`config.mk`:
```
export PLATFORM = sky130hd
export DESIGN_NAME = dsu_ctrl
export DESIGN_NICKNAME = d
export VERILOG_FILES = /design/src/design/dsu_pkg.sv /design/src/design/dsu_ctrl.sv
export SDC_FILE = /design/constraint.sdc
export NUM_CORES = 1
export LEC_CHECK = 0
export BUFFER_PORTS_ARGS = -buffer_cell sky130_fd_sc_hd__buf_2
export CAP_MARGIN = 20
export CELL_PAD_IN_SITES_DETAIL_PLACEMENT = 1
export CELL_PAD_IN_SITES_GLOBAL_PLACEMENT = 1
export CORE_MARGIN = 2
export CORE_UTILIZATION = 38
export CTS_BUF_LIST = sky130_fd_sc_hd__clkbuf_8 sky130_fd_sc_hd__clkbuf_16
export DETAILED_ROUTE_END_ITERATION = 7
export PLACE_DENSITY = 0.84
export SLEW_MARGIN = 0
export SYNTH_ARGS = -nofsm -noshare
export SYNTH_HDL_FRONTEND = slang
export SYNTH_SLANG_ARGS = --single-unit
```
`constraint.sdc`:
```
create_clock -name i_clk -period 2.8 [get_ports i_clk]
set_clock_uncertainty 0.05 [all_clocks]
set_input_delay 0.42 -clock i_clk [delete_from_list [all_inputs] [get_ports i_clk]]
set_output_delay 0.42 -clock i_clk [all_outputs]
set_load 0.03 [all_outputs]
```
`src/design/dsu_pkg.sv`:
```
// Shared constants, types and state codes of the disjoint-set engine.
`default_nettype none
package dsu_pkg;

    localparam int IDX_W        = 10;
    localparam int NUM_ELEMENTS = 2 ** IDX_W;
    localparam int RANK_W       = 4;
    localparam int CNT_W        = IDX_W + 1;
    localparam int APB_AW       = 3;
    localparam int APB_DW       = 32;

    localparam logic [RANK_W-1:0] RANK_MAX     = {RANK_W{1'b1}};
    localparam logic [CNT_W-1:0]  COUNT_RESET  = CNT_W'(NUM_ELEMENTS);

    // Register index of the element count in the register map.
    localparam logic [APB_AW-3:0] REG_ELEMENT_COUNT = '0;

    localparam logic OP_FIND  = 1'b0;
    localparam logic OP_UNITE = 1'b1;

    typedef enum logic [2:0] {
        S_CLEAR,
        S_IDLE,
        S_WALK,
        S_COMP,
        S_LINK
    } t_state;

    // Memory requests from the sequencer; both tables share the read address.
    typedef struct packed {
        logic [IDX_W-1:0]  rd_addr;
        logic              par_we;
        logic [IDX_W-1:0]  par_waddr;
        logic [IDX_W-1:0]  par_wdata;
        logic              rank_we;
        logic [IDX_W-1:0]  rank_waddr;
        logic [RANK_W-1:0] rank_wdata;
    } t_mem_req;

endpackage
`default_nettype wire

```
`src/design/dsu_ctrl.sv`:
```
// Sequencer: clearing pass, root walks, path compression and linking by rank.
`default_nettype none
module dsu_ctrl
    import dsu_pkg::*;
(
    input  wire logic              i_clk,
    input  wire logic              i_rst_n,
    input  wire logic              i_start,
    input  wire logic              i_op,
    input  wire logic [IDX_W-1:0]  i_first_index,
    input  wire logic [IDX_W-1:0]  i_second_index,
    input  wire logic [CNT_W-1:0]  i_count,
    input  wire logic [IDX_W-1:0]  i_par_rdata,
    input  wire logic [RANK_W-1:0] i_rank_rdata,
    output t_mem_req               o_mem,
    output logic                   o_busy,
    output logic                   o_valid,
    output logic [IDX_W-1:0]       o_root,
    output logic                   o_merged,
    output logic                   o_index_error
);

    t_state            r_state, n_state;
    logic [IDX_W-1:0]  r_clr, n_clr;
    logic              r_op, n_op;
    logic              r_second, n_second;
    logic [IDX_W-1:0]  r_a, n_a;
    logic [IDX_W-1:0]  r_b, n_b;
    logic [IDX_W-1:0]  r_cur, n_cur;
    logic [IDX_W-1:0]  r_root, n_root;
    logic [IDX_W-1:0]  r_pa, n_pa;
    logic [RANK_W-1:0] r_rank_a, n_rank_a;
    logic [RANK_W-1:0] r_rank_b, n_rank_b;
    logic              r_valid, n_valid;
    logic [IDX_W-1:0]  r_out_root, n_out_root;
    logic              r_merged, n_merged;
    logic              r_err, n_err;
    logic              w_a_ok, w_b_ok;
    logic [IDX_W-1:0]  w_start_idx;

    assign w_a_ok = {1'b0, i_first_index} < i_count;
    assign w_b_ok = {1'b0, i_second_index} < i_count;
    assign w_start_idx = r_second ? r_b : r_a;

    always_ff @(posedge i_clk) begin
        if (!i_rst_n) begin
            r_state <= S_CLEAR;
            r_clr   <= '0;
            r_valid <= 1'b0;
        end else begin
            r_state <= n_state;
            r_clr   <= n_clr;
            r_valid <= n_valid;
        end
    end

    always_ff @(posedge i_clk) begin
        r_op       <= n_op;
        r_second   <= n_second;
        r_a        <= n_a;
        r_b        <= n_b;
        r_cur      <= n_cur;
        r_root     <= n_root;
        r_pa       <= n_pa;
        r_rank_a   <= n_rank_a;
        r_rank_b   <= n_rank_b;
        r_out_root <= n_out_root;
        r_merged   <= n_merged;
        r_err      <= n_err;
    end

    always_comb begin
        n_state    = r_state;
        n_clr      = r_clr;
        n_op       = r_op;
        n_second   = r_second;
        n_a        = r_a;
        n_b        = r_b;
        n_cur      = r_cur;
        n_root     = r_root;
        n_pa       = r_pa;
        n_rank_a   = r_rank_a;
        n_rank_b   = r_rank_b;
        n_valid    = 1'b0;
        n_out_root = r_out_root;
        n_merged   = r_merged;
        n_err      = r_err;
        o_mem      = '0;
        o_mem.rd_addr = r_cur;

        case (r_state)
            S_CLEAR: begin
                o_mem.par_we     = 1'b1;
                o_mem.par_waddr  = r_clr;
                o_mem.par_wdata  = r_clr;
                o_mem.rank_we    = 1'b1;
                o_mem.rank_waddr = r_clr;
                o_mem.rank_wdata = '0;
                n_clr = r_clr + 1'b1;
                if (&r_clr) begin
                    n_state = S_IDLE;
                end
            end
            S_IDLE: begin
                if (i_start) begin
                    if (!w_a_ok || (i_op == OP_UNITE && !w_b_ok)) begin
                        n_valid    = 1'b1;
                        n_out_root = '0;
                        n_merged   = 1'b0;
                        n_err      = 1'b1;
                    end else begin
                        n_op     = i_op;
                        n_a      = i_first_index;
                        n_b      = i_second_index;
                        n_second = 1'b0;
                        n_cur    = i_first_index;
                        o_mem.rd_addr = i_first_index;
                        n_state  = S_WALK;
                    end
                end
            end
            S_WALK: begin
                // The read data is the parent of r_cur; a self-parent is the root.
                if (i_par_rdata == r_cur) begin
                    n_root = r_cur;
                    if (r_second) begin
                        n_rank_b = i_rank_rdata;
                    end else begin
                        n_rank_a = i_rank_rdata;
                    end
                    n_cur = w_start_idx;
                    o_mem.rd_addr = w_start_idx;
                    n_state = S_COMP;
                end else begin
                    n_cur = i_par_rdata;
                    o_mem.rd_addr = i_par_rdata;
                end
            end
            S_COMP: begin
                if (r_cur == r_root) begin
                    if (r_op == OP_FIND) begin
                        n_valid    = 1'b1;
                        n_out_root = r_root;
                        n_merged   = 1'b0;
                        n_err      = 1'b0;
                        n_state    = S_IDLE;
                    end else if (!r_second) begin
                        n_pa     = r_root;
                        n_second = 1'b1;
                        n_cur    = r_b;
                        o_mem.rd_addr = r_b;
                        n_state  = S_WALK;
                    end else begin
                        n_state = S_LINK;
                    end
                end else begin
                    // Point this path node at the root and follow its old parent.
                    o_mem.par_we    = 1'b1;
                    o_mem.par_waddr = r_cur;
                    o_mem.par_wdata = r_root;
                    n_cur = i_par_rdata;
                    o_mem.rd_addr = i_par_rdata;
                end
            end
            S_LINK: begin
                n_valid = 1'b1;
                n_err   = 1'b0;
                n_state = S_IDLE;
                if (r_pa == r_root) begin
                    n_out_root = r_pa;
                    n_merged   = 1'b0;
                end else begin
                    n_merged = 1'b1;
                    o_mem.par_we = 1'b1;
                    if (r_rank_a < r_rank_b) begin
                        o_mem.par_waddr = r_pa;
                        o_mem.par_wdata = r_root;
                        n_out_root      = r_root;
                    end else begin
                        o_mem.par_waddr = r_root;
                        o_mem.par_wdata = r_pa;
                        n_out_root      = r_pa;
                        if (r_rank_a == r_rank_b && r_rank_a != RANK_MAX) begin
                            o_mem.rank_we    = 1'b1;
                            o_mem.rank_waddr = r_pa;
                            o_mem.rank_wdata = r_rank_a + 1'b1;
                        end
                    end
                end
            end
            default: begin
                n_state = S_IDLE;
            end
        endcase
    end

    assign o_busy        = (r_state != S_IDLE);
    assign o_valid       = r_valid;
    assign o_root        = r_out_root;
    assign o_merged      = r_merged;
    assign o_index_error = r_err;

    // Compression never reads the entry it is rewriting in the same cycle.
    a_comp_no_overlap: assert property (@(posedge i_clk) disable iff (!i_rst_n)
        (r_state == S_COMP && o_mem.par_we) |-> (o_mem.par_waddr != o_mem.rd_addr))
        else $error("compression write collides with read");

    // No result leaves the block during the clearing pass.
    a_no_result_in_clear: assert property (@(posedge i_clk) disable iff (!i_rst_n)
        (r_state == S_CLEAR) |-> !r_valid)
        else $error("result during clearing pass");

    // A merge is never reported together with an index error.
    a_merge_no_error: assert property (@(posedge i_clk) disable iff (!i_rst_n)
        (r_valid && r_merged) |-> !r_err)
        else $error("merge flagged with index error");

    // Linking always ends in a result in the next cycle.
    a_link_result: assert property (@(posedge i_clk) disable iff (!i_rst_n)
        (r_state == S_LINK) |=> (r_valid && r_state == S_IDLE))
        else $error("link did not produce a result");

endmodule
`default_nettype wire

```
* Word level (Yosys, flattened, before mapping)
Cells that the tools add are included.
Word-level totals: memories 0, latch bits 0, logic and storage cells 106, RAM bits 0, input bits 49, register bits after elaboration 86, ROM bits 0
Cells by class: multiplexer cells 49, add/subtract/negate cells 2, eq/ne operators 18, $lt $le $gt $ge 3, shifts and indexed selects 0, div/mod/pow operators 0, multiply operators 0, reductions and logical operators 17, bitwise logic cells 2
Operator list (number):
- $mux 10 | 13
- $pmux 21 s3 | 1
- $pmux 10 s3 | 2
- $mux 36 | 1
- $eq 10x10->1 | 3
- $mux 15 | 2
- $pmux 15 s2 | 1
- $lt 10x11->1 | 2
- $mux 21 | 1
- $mux 3 | 7
- $mux 20 | 1
- $ne 2x2->1 const B | 8
- $mux 1 | 15
- $reduce_and 5->1 | 3
- $pmux 3 s4 | 1
- $add 10x1->10 const B | 1
- $reduce_and 10->1 | 1
- $pmux 1 s3 | 3
- $reduce_and 3->1 | 3
- $eq 3x2->1 const B | 2
- $add 4x1->4 const B | 1
- $eq 4x4->1 | 1
- $lt 4x4->1 | 1
- $ne 4x4->1 const B | 1
- 13 further kinds | 16

* Depth between registers and ports, before layout
Gate-level depths: netlist (run 1).
depth in word-level cells 7, depth in mapped cells 10, mapped depth without buffers 9

* Least setup slack after synthesis (run 1)
Ideal clock, no wire load.
path type register to output, start point register r_root[6], end point output o_mem[43] in the netlist's numbering, stages on the path, launching flop included 9, slack -0.464 ns, data arrival time 2.794 ns, path through edfxtp_1 > xor2_1 > nor4_1 > nand3_2 > nor3_2 > or2_1 > buf_2 > a22oi_1 > a31oi_1
RTL lines:
- start: declaration | RTL line dsu_ctrl.sv:30 | logic [IDX_W-1:0] r_root, n_root;
- start signal: assignment | RTL line dsu_ctrl.sv:63 | r_root <= n_root;
- end: declaration | RTL line dsu_ctrl.sv:15 | output t_mem_req o_mem,

==> flow_summary_export.csv, run 1 <==
group,metric,value,unit
floorplanning,die_w,119,um
floorplanning,core,12700,sq um
floorplanning,rows,41,
sta,slew_headroom,62.3,%
clock_network,cts_tree,"built",
synthesis,synth_edf_count,62,
job,maxCapViolations,0,
synthesis,ys_top_cells_by_area,"edfxtp_1 37%, dfxtp_1 9.6%, ha_1 6.0%, xor2_1 4.2%, a22o_1 3.5%",
placement,dp_hpwl,12500,um
synthesis,ys.flop_type,"edfxtp_1",
floorplanning,dieArea,14000,sq um
sta,setup_ws,-400,ps
floorplanning,initial_core_util,39.2,%
final_layout,areaGrowthSynthToFinish,54.1,%
placement,portBuffers,108,
sta,period_minus_slack,3200,ps
synthesis,ys_ff_latch,86,
synthesis,synth-compound-area-share,17.7,%
worst_setup_path,arrival,2730,ps
final_layout,final_core_util,60.4,%
final_layout,num-nets-final,760,
synthesis,muxShareOfSynthArea,2.66,%
sta,fmaxAchievable,312,MHz
global_routing,grt_overflow_total,0,
synthesis,synth_top_area_share,37.4,%
synthesis,post_synth_xor_area_fraction,7.21,%
floorplanning,ioPinCount,109,
final_layout,final_cell_mix,"113 x buf_4, 72 x buf_2, 62 x edfxtp_1, 40 x buf_6, 27 x inv_1",
synthesis,yosysTopAreaCell,"edfxtp_1",
synthesis,synth_top_family_by_area,"compound AO/OA/AOI/OAI gates",
clock_network,clk_latency,360,ps
final_layout,num_antenna_cells,0,
synthesis,synthSimpleGateAreaFrac,14.3,%
final_layout,final_cells,864,
detailed_routing,ant_nets,0,
synthesis,synthesis.nets,545,
final_layout,final_common_cell,"buf_4",
sta,tightest_slew,565,ps
detailed_routing,first_iter_violations,443,
sta,finalHoldViolCount,0,
global_routing,antenna_found_initial,0,
detailed_routing,drc_errors,0,
sta,slew_violations,0,
synthesis,yosys_warnings,0,
clock_network,root_buffer,"clkbuf_16",
power_and_ir_drop,powerDensity,418,nW/um^2
placement,place_congestion,0.878,
final_layout,drive_above_1_share,48.1,%
global_routing,top_usage_layer,"met2",
synthesis,synth.avg_cell_area,10.6,sq um
clock_network,h-tree-depth,3,
synthesis,synth_seq_area_share,47.0,%
worst_setup_path,worstSetupEndpointType,"output pin",
global_routing,gr-usage-all-layers,25.9,%
clock_network,clkTransAtPathRegs,80,ps
placement,placed_cells,814,
floorplanning,die_h,119,um
detailed_routing,wl_per_cell,23.2,um
sta,tns,-12170,ps
worst_setup_path,cp.required,2330,ps
synthesis,synth_area,4980,sq um
clock_network,clk_path_buf_depth,2,
power_and_ir_drop,power_leakage,3.23,nW
global_routing,grt_max_degree,40,
worst_setup_path,start_kind,"flip-flop",
run_status,violations,"setup timing",
global_routing,use_met1,29.4,%
sta,rsz0062_at_grt,"true",
global_routing,grt_pass1_vias,5162,
synthesis,synthCells,472,
hold_path,hold_class,"input pin to flip-flop",
power_and_ir_drop,ir_drop,0.000336,V
worst_setup_path,crit_type,"flip-flop to output pin",
detailed_routing,firstDrtPassIters,6,
clock_network,hold_buffers,0,
worst_setup_path,crit_fanout,7,
synthesis,synth_cell_type_count,50,
detailed_routing,num_vias,4966,
synthesis,async_reset_ff_share,0,%
sta,fin_crit_sh,114,%
run_status,run_status,"finished with violations",
final_layout,nFillCells,1368,
sta,setup_viol,46,
global_routing,grt_first_pass_wirelength,28400,um
detailed_routing,wirelength,20000,um
global_routing,grt_util_met2,46.9,%
clock_network,clock-sinks,86,
clock_network,cts_inserted_buffers,9,
global_routing,met3_usage,5.31,%
synthesis,synthAdderAreaFrac,6.03,%
detailed_routing,via_per_inst,5.75,
[cell usage after synthesis (9+ instances only)]
cell type	instances
a31oi_1	15
a221o_1	9
nand2_1	24
edfxtp_1	62
inv_1	28
and2_1	14
nand4_1	11
a21oi_1	10
a222oi_1	10
xnor2_1	17
nor2_1	25
dfxtp_1	24
mux2i_1	11
ha_1	24
clkbuf_1	19
xor2_1	24
or2_2	10
nand3_1	19
a221oi_1	9
o21ai_0	16
a22o_1	20
a22oi_1	12
[metrics by stage]
step,hold WS (ps),power [mW],instance area (sq um),setup WS (ps)
2_1_floorplan,353,1.58,5070,3.24
3_3_place_gp,515,1.72,6410,-127
3_5_place_dp,542,1.73,6410,-309
4_1_cts,212,3.16,7280,-294
5_1_grt,210,3.28,7680,-474
6_report,207,3.21,7680,-400
[final timing paths]
kind	startpoint	end	slack (ps)	cells past startpoint
max	r_root[4]$_DFFE_PP_	o_mem[23]	-400	9
min	i_rank_rdata[3]	r_rank_b[3]$_DFFE_PP_	210	1
max reg2reg	r_root[7]$_DFFE_PP_	o_root[0]$_DFFE_PP_	10	11
min reg2reg	r_cur[3]$_DFF_P_	r_cur[3]$_DFF_P_	560	2
[power by group]
part	switching (mW)	internal (mW)	leakage, nW
sequential	0.0253	1.37	0.739
combinational	0.197	0.180	2.32
clock	0.564	0.878	0.166
total	0.786	2.43	3.23
[logic make-up after synthesis]
| kind of cell | Yosys count |
|---|---|
| AO/OA/AOI/OAI | 117 |
| XOR/XNOR | 41 |
| flip-flops | 86 |
| multiplexers | 13 |
| buffers and inverters | 59 |
| adder cells (fa/ha/maj) | 24 |
| AND/OR/NAND/NOR | 132 |
[registers in the layout, indices dropped and copies added (netlist names)]
register / flops
r_a: 10
r_b: 10
o_root: 10
r_state: 3
r_clr: 10
r_second: 1
r_root: 10
r_cur: 10
r_op: 1
r_rank_b: 4
o_merged: 1
r_rank_a: 4
o_index_error: 1
o_valid: 1
r_pa: 10
[per-layer routing]
| layer | vias up | wire length, um |
|---|---|---|
| met1 | 2431 | 7320 |
| met5 | - | 0 |
| met3 | 63 | 1260 |
| met2 | 261 | 10600 |
| li1 | 2211 | - |
| met4 | 0 | 791 |
[cell type report]
type | instances | area (sq um) | area share (%)
Multi-Input combinational cell | 331 | 2860 | 37.3
Sequential cell | 86 | 2360 | 30.8
Timing Repair Buffer | 231 | 1790 | 23.3
Clock buffer | 9 | 225 | 2.93
Tap cell | 172 | 215 | 2.80
Clock inverter | 7 | 120 | 1.56
Inverter | 28 | 105 | 1.37
[critical path, stage by stage (launching register included)]
cell and delay [ps]:
edfxtp_1 530, xor2_1 220, nor4_2 370, nand4_1 210, nand2_2 140, buf_6 120
nor2_2 80, a222oi_1 430, inv_1 110, buf_6 160
[what timing repair did]
action,4_1_cts,5_1_grt
resized for setup,97,67
gates cloned,3,3
endpoints found under the setup margin,46,58
pin swaps,28,31
buffers inserted,15,14
Power figures use the tool's default switching activity.
==> run 2: changes to the inputs <==
RECOVER_POWER = 50   (was unset)
SETUP_SLACK_MARGIN = 0.15   (was unset)
==> flow_summary_export.csv, run 2 (synthesis gave the netlist of run 1 again) <==
group,metric,value,unit
global_routing,grt_first_pass_wirelength,30600,um
detailed_routing,route.met3.wl,1260,um
power_and_ir_drop,power_leakage,3.22,nW
floorplanning,rows,41,
floorplanning,dieArea,14000,sq um
floorplanning,ioPinCount,109,
detailed_routing,first_iter_violations,487,
power_and_ir_drop,internal_power,2.27,mW
power_and_ir_drop,powerDensity,379,nW/um^2
worst_setup_path,r2r.worst_path.cells,12,
clock_network,cts_tree,"built",
global_routing,antenna_found_initial,0,
detailed_routing,met1Wirelength,8410,um
power_and_ir_drop,pwr-share-comb,12.1,%
clock_network,root_buffer,"clkbuf_16",
sta,fin_crit_sh,118,%
clock_network,h-tree-depth,3,
run_status,violations,"setup timing",
power_and_ir_drop,switchingPower,0.778,mW
detailed_routing,via_per_inst,5.99,
global_routing,grt_pass1_vias,5292,
detailed_routing,wirelength,22800,um
detailed_routing,routed.top_layer,"met4",
worst_setup_path,worstSetupEndpointType,"output pin",
worst_setup_path,rr_startpoint,"r_cur[5]$_DFF_P_",
clock_network,clk_path_buf_depth,2,
placement,place_congestion,0.876,
global_routing,grt_overflow_total,0,
worst_setup_path,r2r_slack,-10,ps
final_layout,num-nets-final,762,
placement,placed_cells,802,
final_layout,final_common_cell,"buf_4",
detailed_routing,wl_met2,11700,um
worst_setup_path,crit_type,"flip-flop to output pin",
hold_path,hold_class,"input pin to flip-flop",
worst_setup_path,reg2reg_to,"o_root[5]$_DFFE_PP_",
floorplanning,die_w,119,um
sta,rsz0062_at_grt,"true",
sta,slew_violations,0,
sta,slew_headroom,62.9,%
sta,tightest_slew,554,ps
clock_network,clkTransAtPathRegs,60,ps
sta,fmaxAchievable,301,MHz
power_and_ir_drop,ir_drop,0.000220,V
detailed_routing,ant_nets,0,
clock_network,clk_latency,370,ps
sta,finalHoldViolCount,0,
power_and_ir_drop,netSwitchingFraction,25.5,%
global_routing,grt_max_degree,40,
power_and_ir_drop,clock_power_share,42.2,%
worst_setup_path,crit_fanout,6,
detailed_routing,wl_per_cell,26.3,um
detailed_routing,firstDrtPassIters,8,
final_layout,final_cell_mix,"94 x buf_4, 62 x edfxtp_1, 54 x buf_6, 45 x buf_2, 27 x inv_1",
sta,hold_slack,211,ps
final_layout,final_cells,866,
floorplanning,core,12700,sq um
floorplanning,die_h,119,um
worst_setup_path,cp.required,2330,ps
worst_setup_path,crit_end,"o_mem[15]",
sta,setup_viol,49,
clock_network,clock-sinks,86,
final_layout,areaGrowthSynthToFinish,61.6,%
final_layout,drive_above_1_share,46.1,%
power_and_ir_drop,seq_power_share,45.7,%
sta,period_minus_slack,3320,ps
placement,dp_hpwl,12300,um
job,maxCapViolations,0,
worst_setup_path,arrival,2850,ps
detailed_routing,drc_errors,0,
floorplanning,initial_core_util,39.2,%
final_layout,final_core_util,63.3,%
power_and_ir_drop,p_total,3.05,mW
hold_path,hold_start,"i_rank_rdata[2]",
clock_network,cts_inserted_buffers,9,
global_routing,gr-usage-all-layers,28.6,%
detailed_routing,num_vias,5184,
worst_setup_path,crit_start,"r_cur[5]$_DFF_P_",
worst_setup_path,start_kind,"flip-flop",
final_layout,num_antenna_cells,0,
sta,setup_ws,-518,ps
run_status,run_status,"finished with violations",
placement,portBuffers,108,
final_layout,nFillCells,1333,
[run 2: cell types whose count changed in the layout (fill, tap and decap cells not counted), sizes merged]
| cell | change |
|---|---|
| buf | -27 |
| clkbuf | +31 |
| o21ai | +1 |
| inv | -1 |
| bufinv | -2 |
| clkinv | +1 |
| a31oi | -1 |
[run 2: how the worst min path moves through the flow]
stage	endpoint	depth (start not counted)
after global routing	r_rank_a[2]$_DFFE_PP_	1
after global placement	r_cur[3]$_DFF_P_	2
final	r_rank_a[2]$_DFFE_PP_	1
after CTS	r_b[6]$_DFFE_PP_	1
after detailed placement	r_cur[3]$_DFF_P_	2
after floorplan	r_root[6]$_DFFE_PP_	0
[run 2: layout make-up]
cell class / count / area, sq um / area share (%)
Sequential cell: 86 / 2350 / 29.1
Timing Repair Buffer: 233 / 1880 / 23.3
Multi-Input combinational cell: 331 / 3190 / 39.7
Tap cell: 172 / 215 / 2.67
Clock inverter: 5 / 51.3 / 0.637
Inverter: 28 / 111 / 1.38
Clock buffer: 11 / 253 / 3.14
[run 2: repair_timing]
action                                  in CTS  in global routing
endpoints found under the setup margin      46                 59
hold buffers                                 0                  0
buffers inserted                            20                 20
pin swaps                                   45                 33
gates cloned                                 7                  1
resized for setup                          138                 76
[run 2: per-stage QoR]
| stage | area [sq um] | setup TNS [ps] | worst slack [ps] |
|---|---|---|---|
| 6_report | 8050 | -16230 | -518 |
| 5_1_grt | 8050 | -18820 | -572 |
| 4_1_cts | 7600 | -4800 | -207 |
| 3_3_place_gp | 6530 | -2450 | -169 |
| 3_5_place_dp | 6530 | -6450 | -347 |
| 2_1_floorplan | 5310 | 0 | 74.9 |
[run 2: power by group through the flow]
| stage | logic, mW | registers, mW | clock network [mW] |
|---|---|---|---|
| floorplan | 0.191 | 1.40 | 0 |
| global placement | 0.300 | 1.41 | 0 |
| detailed placement | 0.315 | 1.42 | 0 |
| CTS | 0.351 | 1.39 | 1.26 |
| global route | 0.391 | 1.39 | 1.32 |
| finish | 0.368 | 1.39 | 1.29 |
[run 2: routing by layer]
layer | track usage (%) | vias to the layer above
li1 | - | 2214
met1 | 32.0 | 2600
met2 | 52.6 | 282
met3 | 4.34 | 88
met4 | 13.9 | 0
met5 | 0 | -
[run 2: worst max-delay path, cell delays in order, from the launching register on]
cell and delay, ps:
dfxtp_1 340, buf_4 180, xor2_1 150, nor2_1 450
nand3_2 230, buf_6 200, nand2_8 90, buf_8 130
o21ai_4 100, a222oi_1 310, inv_1 130, buf_6 160
==> run 3: changes to the inputs <==
CORE_ASPECT_RATIO = 2   (was unset)
==> flow_summary_export.csv, run 3 (synthesis gave the netlist of run 1 again) <==
group,metric,value,unit
worst_setup_path,cpLargestDelayFamily,"compound AO/OA/AOI/OAI gates",
worst_setup_path,crit_fanout,5,
detailed_routing,num_vias,5282,
global_routing,grt_overflow_total,0,
power_and_ir_drop,pwr-share-comb,14.6,%
placement,portBuffers,108,
final_layout,num-nets-final,749,
placement,dp_hpwl,13400,um
worst_setup_path,cp_num_buf_inv,3,
floorplanning,die_w,85.0,um
worst_setup_path,cp_cell_sequence,"xor2_2 -> nor4_2 -> buf_4 -> nand3_4 -> nand2_4 -> buf_6 -> o21ai_4 -> a221oi_2 -> a31oi_4 -> buf_6",
clock_network,root_buffer,"clkbuf_16",
clock_network,clk_path_buf_depth,2,
detailed_routing,firstDrtPassIters,6,
final_layout,nFillCells,1325,
worst_setup_path,cp_common_cell,"buf_6",
final_layout,multi_input_area,3110,sq um
sta,period_minus_slack,3290,ps
sta,slew_headroom,58.1,%
clock_network,clkTransAtPathRegs,70,ps
final_layout,areaGrowthSynthToFinish,59.2,%
sta,tightest_slew,629,ps
detailed_routing,via_per_inst,6.34,
final_layout,ff_latch_area,2350,sq um
clock_network,clk_latency,370,ps
worst_setup_path,cp.required,2330,ps
floorplanning,core,12900,sq um
detailed_routing,drc_errors,0,
global_routing,antenna_found_initial,0,
final_layout,drive_above_1_share,46.5,%
sta,finalHoldViolCount,0,
floorplanning,rows,59,
power_and_ir_drop,switchingPower,0.865,mW
sta,setup_viol,46,
power_and_ir_drop,seq_power_share,44.2,%
worst_setup_path,cp_slowest_cell,"edfxtp_1",
sta,hold_slack,198,ps
floorplanning,ioPinCount,109,
final_layout,num_antenna_cells,0,
sta,fmaxAchievable,304,MHz
placement,pre_cts_ws,-482,ps
power_and_ir_drop,powerDensity,396,nW/um^2
worst_setup_path,start_kind,"flip-flop",
worst_setup_path,worstSetupEndpointType,"output pin",
sta,rsz0062_at_grt,"true",
power_and_ir_drop,netSwitchingFraction,27.5,%
floorplanning,dieArea,14100,sq um
detailed_routing,ant_nets,0,
sta,fin_crit_sh,118,%
worst_setup_path,slowest_delay,500,ps
run_status,run_status,"finished with violations",
power_and_ir_drop,power_leakage,3.21,nW
floorplanning,initial_core_util,38.6,%
clock_network,clock-sinks,86,
hold_path,hold_class,"input pin to flip-flop",
clock_network,h-tree-depth,3,
global_routing,gr-usage-all-layers,30.5,%
clock_network,cts_inserted_buffers,9,
detailed_routing,first_iter_violations,485,
clock_network,cts_tree,"built",
global_routing,grt_max_degree,40,
global_routing,grt_pass1_vias,5540,
floorplanning,die_h,166,um
final_layout,final_common_cell,"buf_4",
placement,place_congestion,0.838,
detailed_routing,wl_per_cell,29.4,um
power_and_ir_drop,clock_power_share,41.2,%
run_status,violations,"setup timing",
worst_setup_path,arrival,2820,ps
detailed_routing,wirelength,24500,um
worst_setup_path,crit_type,"flip-flop to output pin",
sta,slew_violations,0,
sta,setup_ws,-495,ps
global_routing,grt_first_pass_wirelength,32400,um
power_and_ir_drop,internal_power,2.28,mW
power_and_ir_drop,p_total,3.15,mW
power_and_ir_drop,ir_drop,0.000566,V
final_layout,final_cell_mix,"91 x buf_4, 62 x edfxtp_1, 51 x buf_6, 44 x buf_2, 26 x inv_1",
job,maxCapViolations,0,
## run 3: area by class of cell
class / instances / share of cell area, %
multi-input combinational: 328 / 39.2
sequential: 86 / 29.7
timing repair buffer: 223 / 23.6
clock buffer: 9 / 2.84
tap: 152 / 2.40
inverter: 28 / 1.32
clock inverter: 7 / 1.01
## run 3: power by group through the flow
stage	sequential (mW)	clock [mW]	combinational [mW]
after detailed placement	1.41	0	0.337
after global placement	1.41	0	0.320
after floorplan	1.40	0	0.191
final	1.39	1.29	0.461
after global routing	1.39	1.33	0.478
after CTS	1.39	1.26	0.413
## run 3: final timing paths
path,start,to,slack (ps),depth (start not counted)
setup / recovery,r_root[3]$_DFFE_PP_,o_mem[36],-490,10
setup reg to reg,r_root[3]$_DFFE_PP_,o_root[7]$_DFFE_PP_,80,11
hold reg to reg,r_cur[2]$_DFF_P_,r_root[2]$_DFFE_PP_,600,1
hold / removal,i_rank_rdata[1],r_rank_b[1]$_DFFE_PP_,200,1
## run 3: timing repair
item,in CTS,in global routing
setup buffers,13,14
pin swaps,39,24
hold buffers,0,0
setup endpoints to repair,56,59
gates resized for setup,140,59
cloned,4,5
## run 3: stage by stage
step	util (%)	area [sq um]	setup TNS (ps)	std cells
4_1_cts	58.6	7580	-7290	815
6_report	61.4	7930	-16380	833
3_3_place_gp	50.5	6530	-3930	782
3_5_place_dp	50.5	6530	-4610	782
2_1_floorplan	-	5310	0	472
5_1_grt	61.4	7930	-19430	833
## run 3: routing by layer
| metal | vias to the layer above | global-route usage [%] | part of all wire (%) |
|---|---|---|---|
| met1 | 2609 | 27.8 | 31 |
| met5 | - | 0 | 0 |
| met3 | 148 | 6.01 | 5.4 |
| met2 | 324 | 56.7 | 55 |
| met4 | 0 | 22.8 | 9.2 |
| li1 | 2201 | - | - |
## run 3: worst register-to-register path, stage by stage, from the launching register on
cell	delay (ps)
edfxtp_1	500
xor2_2	200
nor4_2	330
buf_4	200
nand3_4	130
buf_6	170
buf_6	120
nor2_4	70
mux2_4	160
nand2_4	70
a21oi_4	240
buf_6	190
